$ cat src/rtl/mhb_pkg.sv
// ----------------------------------------------------------------------------
// mhb_pkg: shared types and constants for the magnetometer heading block
// Holds the item structs, the controller state type, the command bundle
// and the CORDIC arctangent table.
// ----------------------------------------------------------------------------
package mhb_pkg;

  // Width of the CORDIC x/y working registers: 16 data bits, 16 fraction
  // bits from the prescale, and headroom for the CORDIC gain and sign.
  localparam int CORDIC_W  = 36;
  // Width of the angle accumulator (centidegrees times 2^16).
  localparam int ACC_W     = 32;
  // Number of entries in the arctangent table and the width of its index.
  localparam int ATAN_LEN  = 24;
  localparam int IDX_W     = 5;

  localparam logic signed [ACC_W-1:0] QUARTER_TURN = 32'sd589824000;  // 9000 << 16
  localparam logic signed [16:0]      HEADING_MAX  = 17'sd18000;
  localparam logic signed [16:0]      HEADING_MIN  = -17'sd18000;

  typedef struct packed {
    logic [7:0] data_byte;
    logic       frame_start;
  } in_t;

  typedef struct packed {
    logic signed [15:0] heading_centideg;
    logic signed [15:0] x_axis;
    logic signed [15:0] y_axis;
    logic signed [15:0] z_axis;
  } out_t;

  // Position of a byte within the six-byte burst.
  typedef enum logic [2:0] {
    POS_XH = 3'd0,
    POS_XL = 3'd1,
    POS_ZH = 3'd2,
    POS_ZL = 3'd3,
    POS_YH = 3'd4,
    POS_YL = 3'd5
  } byte_pos_e;

  typedef enum logic [1:0] {
    S_IDLE,
    S_ITER,
    S_FINAL,
    S_HOLD
  } ctl_state_e;

  // Commands from the controller to the datapath.
  typedef struct packed {
    logic             asm_en;    // store the incoming byte
    byte_pos_e        asm_pos;   // where the byte goes
    logic             start;     // capture the axes and load the CORDIC
    logic             step_en;   // perform one micro-rotation
    logic [IDX_W-1:0] step_idx;  // index of that micro-rotation
    logic             out_load;  // round, clamp and register the result
  } cmd_t;

  // atan(2^-i) in centidegrees times 2^16, rounded to nearest.
  function automatic logic signed [ACC_W-1:0] atan_entry(input logic [IDX_W-1:0] idx);
    logic signed [ACC_W-1:0] v;
    unique case (idx)
      5'd0:    v = 32'sd294912000;
      5'd1:    v = 32'sd174096719;
      5'd2:    v = 32'sd91987925;
      5'd3:    v = 32'sd46694507;
      5'd4:    v = 32'sd23437865;
      5'd5:    v = 32'sd11730358;
      5'd6:    v = 32'sd5866610;
      5'd7:    v = 32'sd2933484;
      5'd8:    v = 32'sd1466764;
      5'd9:    v = 32'sd733385;
      5'd10:   v = 32'sd366693;
      5'd11:   v = 32'sd183346;
      5'd12:   v = 32'sd91673;
      5'd13:   v = 32'sd45837;
      5'd14:   v = 32'sd22918;
      5'd15:   v = 32'sd11459;
      5'd16:   v = 32'sd5730;
      5'd17:   v = 32'sd2865;
      5'd18:   v = 32'sd1432;
      5'd19:   v = 32'sd716;
      5'd20:   v = 32'sd358;
      5'd21:   v = 32'sd179;
      5'd22:   v = 32'sd90;
      5'd23:   v = 32'sd45;
      default: v = '0;
    endcase
    return v;
  endfunction

endpackage

$ cat src/rtl/mhb_datapath.sv
// ----------------------------------------------------------------------------
// mhb_datapath: byte assembly, CORDIC vectoring unit and result register
// Executes the controller's commands; one micro-rotation per step command.
// ----------------------------------------------------------------------------
module mhb_datapath (
  input  logic          clk_i,
  input  logic          rst_ni,
  input  mhb_pkg::cmd_t cmd_i,
  input  logic [7:0]    byte_i,
  output mhb_pkg::out_t out_o
);

  logic [15:0] x_word_q, z_word_q;
  logic [7:0]  y_hi_q;
  logic [15:0] raw_x_q, raw_y_q, raw_z_q;
  logic        zero_q;

  logic signed [mhb_pkg::CORDIC_W-1:0] cx_q, cx_d, cy_q, cy_d;
  logic signed [mhb_pkg::ACC_W-1:0]    acc_q, acc_d;
  mhb_pkg::out_t                       out_q;

  logic [15:0]                         y_word;
  logic signed [mhb_pkg::CORDIC_W-1:0] ld_x, ld_y, dx, dy;
  logic signed [mhb_pkg::ACC_W-1:0]    ang;
  logic signed [mhb_pkg::ACC_W:0]      rsum;
  logic signed [16:0]                  rnd, clamped;

  // Burst assembly.
  always_ff @(posedge clk_i or negedge rst_ni) begin
    if (!rst_ni) begin
      x_word_q <= '0;
      z_word_q <= '0;
      y_hi_q   <= '0;
    end else if (cmd_i.asm_en) begin
      unique case (cmd_i.asm_pos)
        mhb_pkg::POS_XH: x_word_q <= {byte_i, 8'h00};
        mhb_pkg::POS_XL: x_word_q <= x_word_q | {8'h00, byte_i};
        mhb_pkg::POS_ZH: z_word_q <= {byte_i, 8'h00};
        mhb_pkg::POS_ZL: z_word_q <= z_word_q | {8'h00, byte_i};
        mhb_pkg::POS_YH: y_hi_q   <= byte_i;
        default: ;
      endcase
    end
  end

  assign y_word = {y_hi_q, byte_i};
  assign ld_x   = {{(mhb_pkg::CORDIC_W-32){x_word_q[15]}}, x_word_q, 16'h0000};
  assign ld_y   = {{(mhb_pkg::CORDIC_W-32){y_word[15]}}, y_word, 16'h0000};

  // Floor shifts of the working values for the current step.
  assign dx  = cy_q >>> cmd_i.step_idx;
  assign dy  = cx_q >>> cmd_i.step_idx;
  assign ang = mhb_pkg::atan_entry(cmd_i.step_idx);

  always_comb begin
    cx_d  = cx_q;
    cy_d  = cy_q;
    acc_d = acc_q;
    if (cmd_i.start) begin
      // Bring a left half plane vector over by a quarter turn.
      if (ld_x < 0) begin
        if (ld_y >= 0) begin
          cx_d  = ld_y;
          cy_d  = -ld_x;
          acc_d = mhb_pkg::QUARTER_TURN;
        end else begin
          cx_d  = -ld_y;
          cy_d  = ld_x;
          acc_d = -mhb_pkg::QUARTER_TURN;
        end
      end else begin
        cx_d  = ld_x;
        cy_d  = ld_y;
        acc_d = '0;
      end
    end else if (cmd_i.step_en) begin
      if (!cy_q[mhb_pkg::CORDIC_W-1]) begin
        cx_d  = cx_q + dx;
        cy_d  = cy_q - dy;
        acc_d = acc_q + ang;
      end else begin
        cx_d  = cx_q - dx;
        cy_d  = cy_q + dy;
        acc_d = acc_q - ang;
      end
    end
  end

  always_ff @(posedge clk_i) begin
    cx_q  <= cx_d;
    cy_q  <= cy_d;
    acc_q <= acc_d;
    if (cmd_i.start) begin
      raw_x_q <= x_word_q;
      raw_y_q <= y_word;
      raw_z_q <= z_word_q;
      zero_q  <= (x_word_q == 16'h0000) && (y_word == 16'h0000);
    end
  end

  // Round to nearest with ties upward, then clamp to a half turn.
  assign rsum = $signed({acc_q[mhb_pkg::ACC_W-1], acc_q}) + 33'sd32768;
  assign rnd  = rsum[mhb_pkg::ACC_W:16];

  always_comb begin
    if (rnd > mhb_pkg::HEADING_MAX) begin
      clamped = mhb_pkg::HEADING_MAX;
    end else if (rnd < mhb_pkg::HEADING_MIN) begin
      clamped = mhb_pkg::HEADING_MIN;
    end else begin
      clamped = rnd;
    end
  end

  always_ff @(posedge clk_i) begin
    if (cmd_i.out_load) begin
      out_q.heading_centideg <= zero_q ? 16'sd0 : clamped[15:0];
      out_q.x_axis           <= raw_x_q;
      out_q.y_axis           <= raw_y_q;
      out_q.z_axis           <= raw_z_q;
    end
  end

  assign out_o = out_q;

endmodule

$ cat src/rtl/mhb_ctrl.sv
// ----------------------------------------------------------------------------
// mhb_ctrl: burst position tracking and CORDIC sequencing
// Issues assembly, start, step and result commands to the datapath.
// ----------------------------------------------------------------------------
module mhb_ctrl #(
  parameter int NumSteps = 16
) (
  input  logic          clk_i,
  input  logic          rst_ni,
  input  logic          in_valid_i,
  input  logic          frame_start_i,
  output logic          in_stall_o,
  output logic          out_valid_o,
  input  logic          out_stall_i,
  output mhb_pkg::cmd_t cmd_o
);

  localparam int StepW = $clog2(NumSteps);

  mhb_pkg::ctl_state_e state_q, state_d;
  mhb_pkg::byte_pos_e  pos_q, pos_d, pos_cur;
  logic [StepW-1:0]    iter_q, iter_d;
  logic                in_acc, last_step;

  // The final byte must wait until the CORDIC unit and result register are free.
  assign in_stall_o = (pos_q == mhb_pkg::POS_YL) && (state_q != mhb_pkg::S_IDLE);
  assign in_acc     = in_valid_i && !in_stall_o;
  assign pos_cur    = frame_start_i ? mhb_pkg::POS_XH : pos_q;
  assign last_step  = (iter_q == StepW'(NumSteps - 1));

  always_comb begin
    pos_d = pos_q;
    if (in_acc) begin
      pos_d = (pos_cur == mhb_pkg::POS_YL) ? mhb_pkg::POS_XH
                                            : mhb_pkg::byte_pos_e'(pos_cur + 3'd1);
    end
  end

  // Next state.
  always_comb begin
    state_d = state_q;
    iter_d  = iter_q;
    unique case (state_q)
      mhb_pkg::S_IDLE: begin
        if (in_acc && (pos_cur == mhb_pkg::POS_YL)) begin
          state_d = mhb_pkg::S_ITER;
          iter_d  = '0;
        end
      end
      mhb_pkg::S_ITER: begin
        if (last_step) begin
          state_d = mhb_pkg::S_FINAL;
        end else begin
          iter_d = iter_q + StepW'(1);
        end
      end
      mhb_pkg::S_FINAL: state_d = mhb_pkg::S_HOLD;
      mhb_pkg::S_HOLD: begin
        if (!out_stall_i) begin
          state_d = mhb_pkg::S_IDLE;
        end
      end
      default: state_d = mhb_pkg::S_IDLE;
    endcase
  end

  // Outputs.
  always_comb begin
    cmd_o          = '0;
    cmd_o.asm_en   = in_acc;
    cmd_o.asm_pos  = pos_cur;
    cmd_o.start    = in_acc && (pos_cur == mhb_pkg::POS_YL);
    cmd_o.step_idx = mhb_pkg::IDX_W'(iter_q);
    out_valid_o    = 1'b0;
    unique case (state_q)
      mhb_pkg::S_IDLE:  ;
      mhb_pkg::S_ITER:  cmd_o.step_en  = 1'b1;
      mhb_pkg::S_FINAL: cmd_o.out_load = 1'b1;
      mhb_pkg::S_HOLD:  out_valid_o    = 1'b1;
      default: ;
    endcase
  end

  always_ff @(posedge clk_i or negedge rst_ni) begin
    if (!rst_ni) begin
      state_q <= mhb_pkg::S_IDLE;
      pos_q   <= mhb_pkg::POS_XH;
      iter_q  <= '0;
    end else begin
      state_q <= state_d;
      pos_q   <= pos_d;
      iter_q  <= iter_d;
    end
  end

  a_start_idle: assert property (@(posedge clk_i) disable iff (!rst_ni)
    cmd_o.start |-> (state_q == mhb_pkg::S_IDLE))
    else $error("CORDIC restarted while busy");

  a_iter_bound: assert property (@(posedge clk_i) disable iff (!rst_ni)
    (state_q == mhb_pkg::S_ITER) |-> (iter_q <= StepW'(NumSteps - 1)))
    else $error("step counter out of range");

  a_final_valid: assert property (@(posedge clk_i) disable iff (!rst_ni)
    (state_q == mhb_pkg::S_FINAL) |=> out_valid_o)
    else $error("result not presented after final step");

  a_step_start: assert property (@(posedge clk_i) disable iff (!rst_ni)
    cmd_o.start |=> (state_q == mhb_pkg::S_ITER) && (iter_q == '0))
    else $error("iteration did not begin at step zero");

endmodule

$ cat src/rtl/magnetometer_heading_from_bytes.sv
// ----------------------------------------------------------------------------
// magnetometer_heading_from_bytes: compass heading from a magnetometer burst
// Assembles X, Z and Y words from six bytes and computes atan2(Y, X) in
// hundredths of a degree with an iterative CORDIC in vectoring mode.
// ----------------------------------------------------------------------------
//
//   Channel  Direction  Handshake                  Payload
//   in       input      in_valid_i / in_stall_o    mhb_pkg::in_t  (byte, start flag)
//   out      output     out_valid_o / out_stall_i  mhb_pkg::out_t (heading, axes)
//
// Bytes one through five of a burst are taken one per cycle and cause no result.
// The sixth byte starts the CORDIC unit, which does min(CORDIC_STEPS, 24)
// micro-rotations, one per cycle, then registers the result and raises out_valid_o.
// While the unit runs or the result waits, the first five bytes of the next burst
// are still taken; only the next sixth byte is stalled until the result leaves.
// Reset clears the burst position and the sequencer; no result is pending after it.
// A start flag on any byte restarts assembly with that byte as the X high byte.
//
module magnetometer_heading_from_bytes #(
  parameter int CORDIC_STEPS = 16
) (
  input  logic          clk_i,
  input  logic          rst_ni,
  input  logic          in_valid_i,
  output logic          in_stall_o,
  input  mhb_pkg::in_t  in_data_i,
  output logic          out_valid_o,
  input  logic          out_stall_i,
  output mhb_pkg::out_t out_data_o
);

  // The table holds 24 angles, so at most that many steps are done.
  localparam int NumSteps = (CORDIC_STEPS > mhb_pkg::ATAN_LEN) ? mhb_pkg::ATAN_LEN
                                                               : CORDIC_STEPS;

  mhb_pkg::cmd_t cmd;

  mhb_ctrl #(
    .NumSteps(NumSteps)
  ) u_ctrl (
    .clk_i        (clk_i),
    .rst_ni       (rst_ni),
    .in_valid_i   (in_valid_i),
    .frame_start_i(in_data_i.frame_start),
    .in_stall_o   (in_stall_o),
    .out_valid_o  (out_valid_o),
    .out_stall_i  (out_stall_i),
    .cmd_o        (cmd)
  );

  mhb_datapath u_datapath (
    .clk_i (clk_i),
    .rst_ni(rst_ni),
    .cmd_i (cmd),
    .byte_i(in_data_i.data_byte),
    .out_o (out_data_o)
  );

endmodule
$ cat config.mk
export PLATFORM = sky130hd
export DESIGN_NAME = magnetometer_heading_from_bytes
export DESIGN_NICKNAME = d
export VERILOG_FILES = /design/src/rtl/mhb_pkg.sv /design/src/rtl/mhb_datapath.sv /design/src/rtl/mhb_ctrl.sv /design/src/rtl/magnetometer_heading_from_bytes.sv
export SDC_FILE = /design/constraint.sdc
export NUM_CORES = 1
export LEC_CHECK = 0
export ABC_AREA = 1
export ABC_CLOCK_PERIOD_IN_PS = 13000
export BUFFER_PORTS_ARGS = -buffer_cell sky130_fd_sc_hd__buf_2
export CORE_MARGIN = 4
export CORE_UTILIZATION = 60
export CTS_CLUSTER_SIZE = 14
export DETAILED_ROUTE_END_ITERATION = 7
export PLACE_DENSITY = 0.77
export REMOVE_ABC_BUFFERS = 1
export SYNTH_ARGS = -nofsm -noshare
export SYNTH_HDL_FRONTEND = slang
export SYNTH_HIERARCHICAL = 1
export SYNTH_SLANG_ARGS = --single-unit
$ cat constraint.sdc
create_clock -name clk_i -period 13 [get_ports clk_i]
set_input_delay 1.95 -clock clk_i [delete_from_list [all_inputs] [get_ports clk_i]]
set_output_delay 1.95 -clock clk_i [all_outputs]
set_load 0.01 [all_outputs]
==> flow_summary.toml <==
[route]
postRouteAntennaNets = 0
route.detailed.vias_per_inst = 6.21
vias = 24759
routedWlPerCell_microns = 20.1
finalWirelength_mm = 80.1
route.detailed.drc = 3
dr.pass1.iters = 8
drt-initial-drc-count = 3307

[worst_setup_path]
total_number_of_cells_along_the_worst_setup_path = 27
worstRegToRegCells = 27
critPathMaxFanout = 77
timing.critical_path.max_delay_family = "compound AO/OA/AOI/OAI gates"
count_of_buffering_cells_on_the_critical_path_with_inverters_included = 5
critical_path_arrival_ns = 6.63
endpoint = "u_datapath/acc_q[24]"
cpPeakStageDelay_ns = 0.93
setup.worst_path.start = "u_ctrl/iter_q[2]"
critPathMostFrequentCell = "sky130_fd_sc_hd__nand2_1"
worstReg2RegEnd = "u_datapath/acc_q[24]"
r2r_start = "u_ctrl/iter_q[2]"
startpoint_types = "register"
rrSetupSlack_ns = 6.68
setup.worst_path.end_class = "register"
cp_slowest_cell = "sky130_fd_sc_hd__dfrtp_2"
critical_path_required_ns = 13.31
worstSetupPathType = "reg2reg"

[synth]
synth_cell_type_count = 60
avgSynthCellArea_sq_um = 6.87
synthFlopType = "sky130_fd_sc_hd__edfxtp_1"
synth-warning-count = 6
synth-seq-area-share = 0.328
postSynthCellCount = 3443
synth_seq_cells = 266
synth_enable_flop_cells = 217
synth-async-reset-ratio = 0.184
synth_area_sq_um = 23600

[grt]
top_usage_layer = "met2"
antenna_found_initial = 3
wire_length_of_the_first_global_routing_pass_mm = 124
groute.layer.met1.usage = 0.513
grt.total_usage = 0.366
grt_start_max_net_pins = 88
first_global_vias = 22823
grt_overflow = 0
groute.layer.met2.usage = 0.563
groute.layer.met3.usage = 0.0716

[timing]
finalSetupViolations = 0
period_share = 0.486
tightestPinTransition_ns = 1.03
period_minus_slack_ns = 6.32
fmaxAchievable_mhz = 158
totalNegativeSetupSlack_ns = 0
finalHoldViolCount = 0
maxSlewHeadroom = 0.304
setup_repair_after_global_routing_missed_its_margin = "false"
timing_max_transition_violations_final = 0
finClkSkew_ns = 0.0495

[placed_design]
port-buffer-count = 78
place.gp.congestion = 1.01
place.detailed.hpwl_mm = 60.8

[cells_and_area]
num_antenna_cells = 0
num-nets-final = 3582
layout-drive-gt1-share = 0.0724
areaGrowthSynthToFinish_pct = 6.70
fill_cells = 3499

[clock_tree]
cts-buffers-inserted = 30
clock_tree.htree_level_count = 1
cts_setup_buffers = 0
clock_latency_ns = 0.62
ctsRootBufferMaster = "sky130_fd_sc_hd__clkbuf_16"
cts-hold-fix-buffers = 0
cts_sinks = 266
clk_pin_slew_worst_paths_ns = 0.06
tritoncts = "done"
clock_tree.buffer_depth = 3
cts_resized = 0

[worst_hold_path]
hp-class = "reg2reg"

[floorplan]
die_height_microns = 206
io-pin-count = 79
die_width_microns = 206
initial_utilization = 0.609
core-area_sq_um = 38800
core.rowCount = 72
dieArea_sq_um = 42600

[status]
violations = "design-rule violations"
run_status = "finished with violations"

[flow_run]
cap_violations = 0
[through the flow]
step / utilization / hold slack (ns) / instances / setup slack (ns) / area [sq um]
3_3_place_gp: 0.623 / 0.404 / 3931 / 7.07 / 24200
5_1_grt: 0.650 / 0.419 / 3987 / 6.10 / 25200
3_5_place_dp: 0.623 / 0.405 / 3931 / 6.95 / 24200
4_1_cts: 0.650 / 0.415 / 3987 / 6.90 / 25200
6_report: 0.650 / 0.412 / 3987 / 6.68 / 25200
2_1_floorplan: - / 0.400 / 3317 / 6.60 / 23000
[cell usage after synthesis (8+ instances only)]
cell type / instances / area (sq um)
sky130_fd_sc_hd__nor2_2: 17 / 106
sky130_fd_sc_hd__o211ai_1: 18 / 135
sky130_fd_sc_hd__inv_2: 21 / 78.8
sky130_fd_sc_hd__o21a_1: 19 / 143
sky130_fd_sc_hd__a21boi_0: 10 / 75.1
sky130_fd_sc_hd__or2_2: 17 / 106
sky130_fd_sc_hd__buf_1: 18 / 67.6
sky130_fd_sc_hd__nor2_1: 274 / 1030
sky130_fd_sc_hd__nand2_2: 23 / 144
sky130_fd_sc_hd__buf_2: 33 / 165
sky130_fd_sc_hd__o21ai_1: 19 / 95.1
sky130_fd_sc_hd__dfrtp_1: 49 / 1230
sky130_fd_sc_hd__nand3_1: 430 / 2150
sky130_fd_sc_hd__xnor2_1: 31 / 272
sky130_fd_sc_hd__a21o_1: 15 / 113
sky130_fd_sc_hd__xor2_1: 81 / 709
sky130_fd_sc_hd__buf_6: 10 / 113
sky130_fd_sc_hd__o31ai_1: 8 / 60.1
sky130_fd_sc_hd__clkbuf_1: 56 / 210
sky130_fd_sc_hd__edfxtp_1: 217 / 6520
sky130_fd_sc_hd__nand4_1: 37 / 231
sky130_fd_sc_hd__a21oi_1: 254 / 1270
sky130_fd_sc_hd__o221ai_1: 9 / 78.8
sky130_fd_sc_hd__nor3_1: 37 / 185
sky130_fd_sc_hd__inv_1: 315 / 1180
sky130_fd_sc_hd__a31oi_1: 28 / 175
sky130_fd_sc_hd__o21ai_0: 239 / 1200
sky130_fd_sc_hd__ha_1: 121 / 1510
sky130_fd_sc_hd__nand2_1: 959 / 3600
[worst min path at each step]
stage	from	to	slack, ns	depth (start not counted)
finish	u_datapath/raw_z_q[3]	u_datapath/out_o[3]	0.41	0
detailed placement	u_datapath/raw_z_q[13]	u_datapath/out_o[13]	0.40	0
global route	u_datapath/raw_z_q[2]	u_datapath/out_o[2]	0.42	0
floorplan	u_datapath/raw_z_q[0]	u_datapath/out_o[0]	0.40	0
global placement	u_datapath/raw_z_q[9]	u_datapath/out_o[9]	0.40	0
CTS	u_datapath/raw_z_q[2]	u_datapath/out_o[2]	0.42	0
[layout make-up]
type / count / area [sq um] / area share
Multi-Input combinational cell: 2712 / 14000 / 0.555
Sequential cell: 266 / 7750 / 0.307
Inverter: 339 / 1280 / 0.0507
Clock buffer: 37 / 797 / 0.0316
Tap cell: 518 / 648 / 0.0257
Timing Repair Buffer: 96 / 526 / 0.0208
Clock inverter: 19 / 239 / 0.00948
[flip-flops by register name (all words and copies together), names as in the netlist]
name                 flops
u_datapath/raw_y_q      16
u_datapath/y_hi_q        8
u_datapath/raw_x_q      16
u_ctrl/iter_q            4
u_datapath/raw_z_q      16
u_datapath/x_word_q     16
u_ctrl/pos_q             3
u_datapath/out_o        64
u_datapath/acc_q        32
u_datapath/zero_q        1
u_datapath/z_word_q     16
u_ctrl/state_q           2
u_datapath/cy_q         36
u_datapath/cx_q         36
[metal layers]
metal	vias to the layer above	part of all wire	wire (microns)
li1	11641	-	-
met1	11414	0.41	33000
met2	1460	0.43	34700
met3	238	0.11	8810
met4	6	0.045	3570
met5	-	0.00046	37
[cells by family after synthesis]
kind of cell / synth area share
simple gates: 0.330
other cells: 0.000159
compound gates: 0.153
flops: 0.328
buf+inv: 0.0810
xor+xnor: 0.0415
fa+ha+maj: 0.0666
[layout by cell type, fill, tap and decap left out, types with 19 or more instances in the layout]
cell type | synthesis | layout
sky130_fd_sc_hd__a21oi_1 | 254 | 254
sky130_fd_sc_hd__a31oi_1 | 28 | 28
sky130_fd_sc_hd__buf_2 | 33 | 78
sky130_fd_sc_hd__clkbuf_16 | 0 | 30
sky130_fd_sc_hd__dfrtp_1 | 49 | 46
sky130_fd_sc_hd__edfxtp_1 | 217 | 217
sky130_fd_sc_hd__ha_1 | 121 | 120
sky130_fd_sc_hd__inv_1 | 315 | 312
sky130_fd_sc_hd__inv_2 | 21 | 23
sky130_fd_sc_hd__nand2_1 | 959 | 959
sky130_fd_sc_hd__nand2_2 | 23 | 23
sky130_fd_sc_hd__nand3_1 | 430 | 430
sky130_fd_sc_hd__nand4_1 | 37 | 37
sky130_fd_sc_hd__nor2_1 | 274 | 274
sky130_fd_sc_hd__nor3_1 | 37 | 37
sky130_fd_sc_hd__o21a_1 | 19 | 19
sky130_fd_sc_hd__o21ai_0 | 239 | 239
sky130_fd_sc_hd__o21ai_1 | 19 | 19
sky130_fd_sc_hd__xnor2_1 | 31 | 31
sky130_fd_sc_hd__xor2_1 | 81 | 81
Power is not shown: default switching activity piles up to over one toggle a cycle in this logic, so the estimate is an artifact.
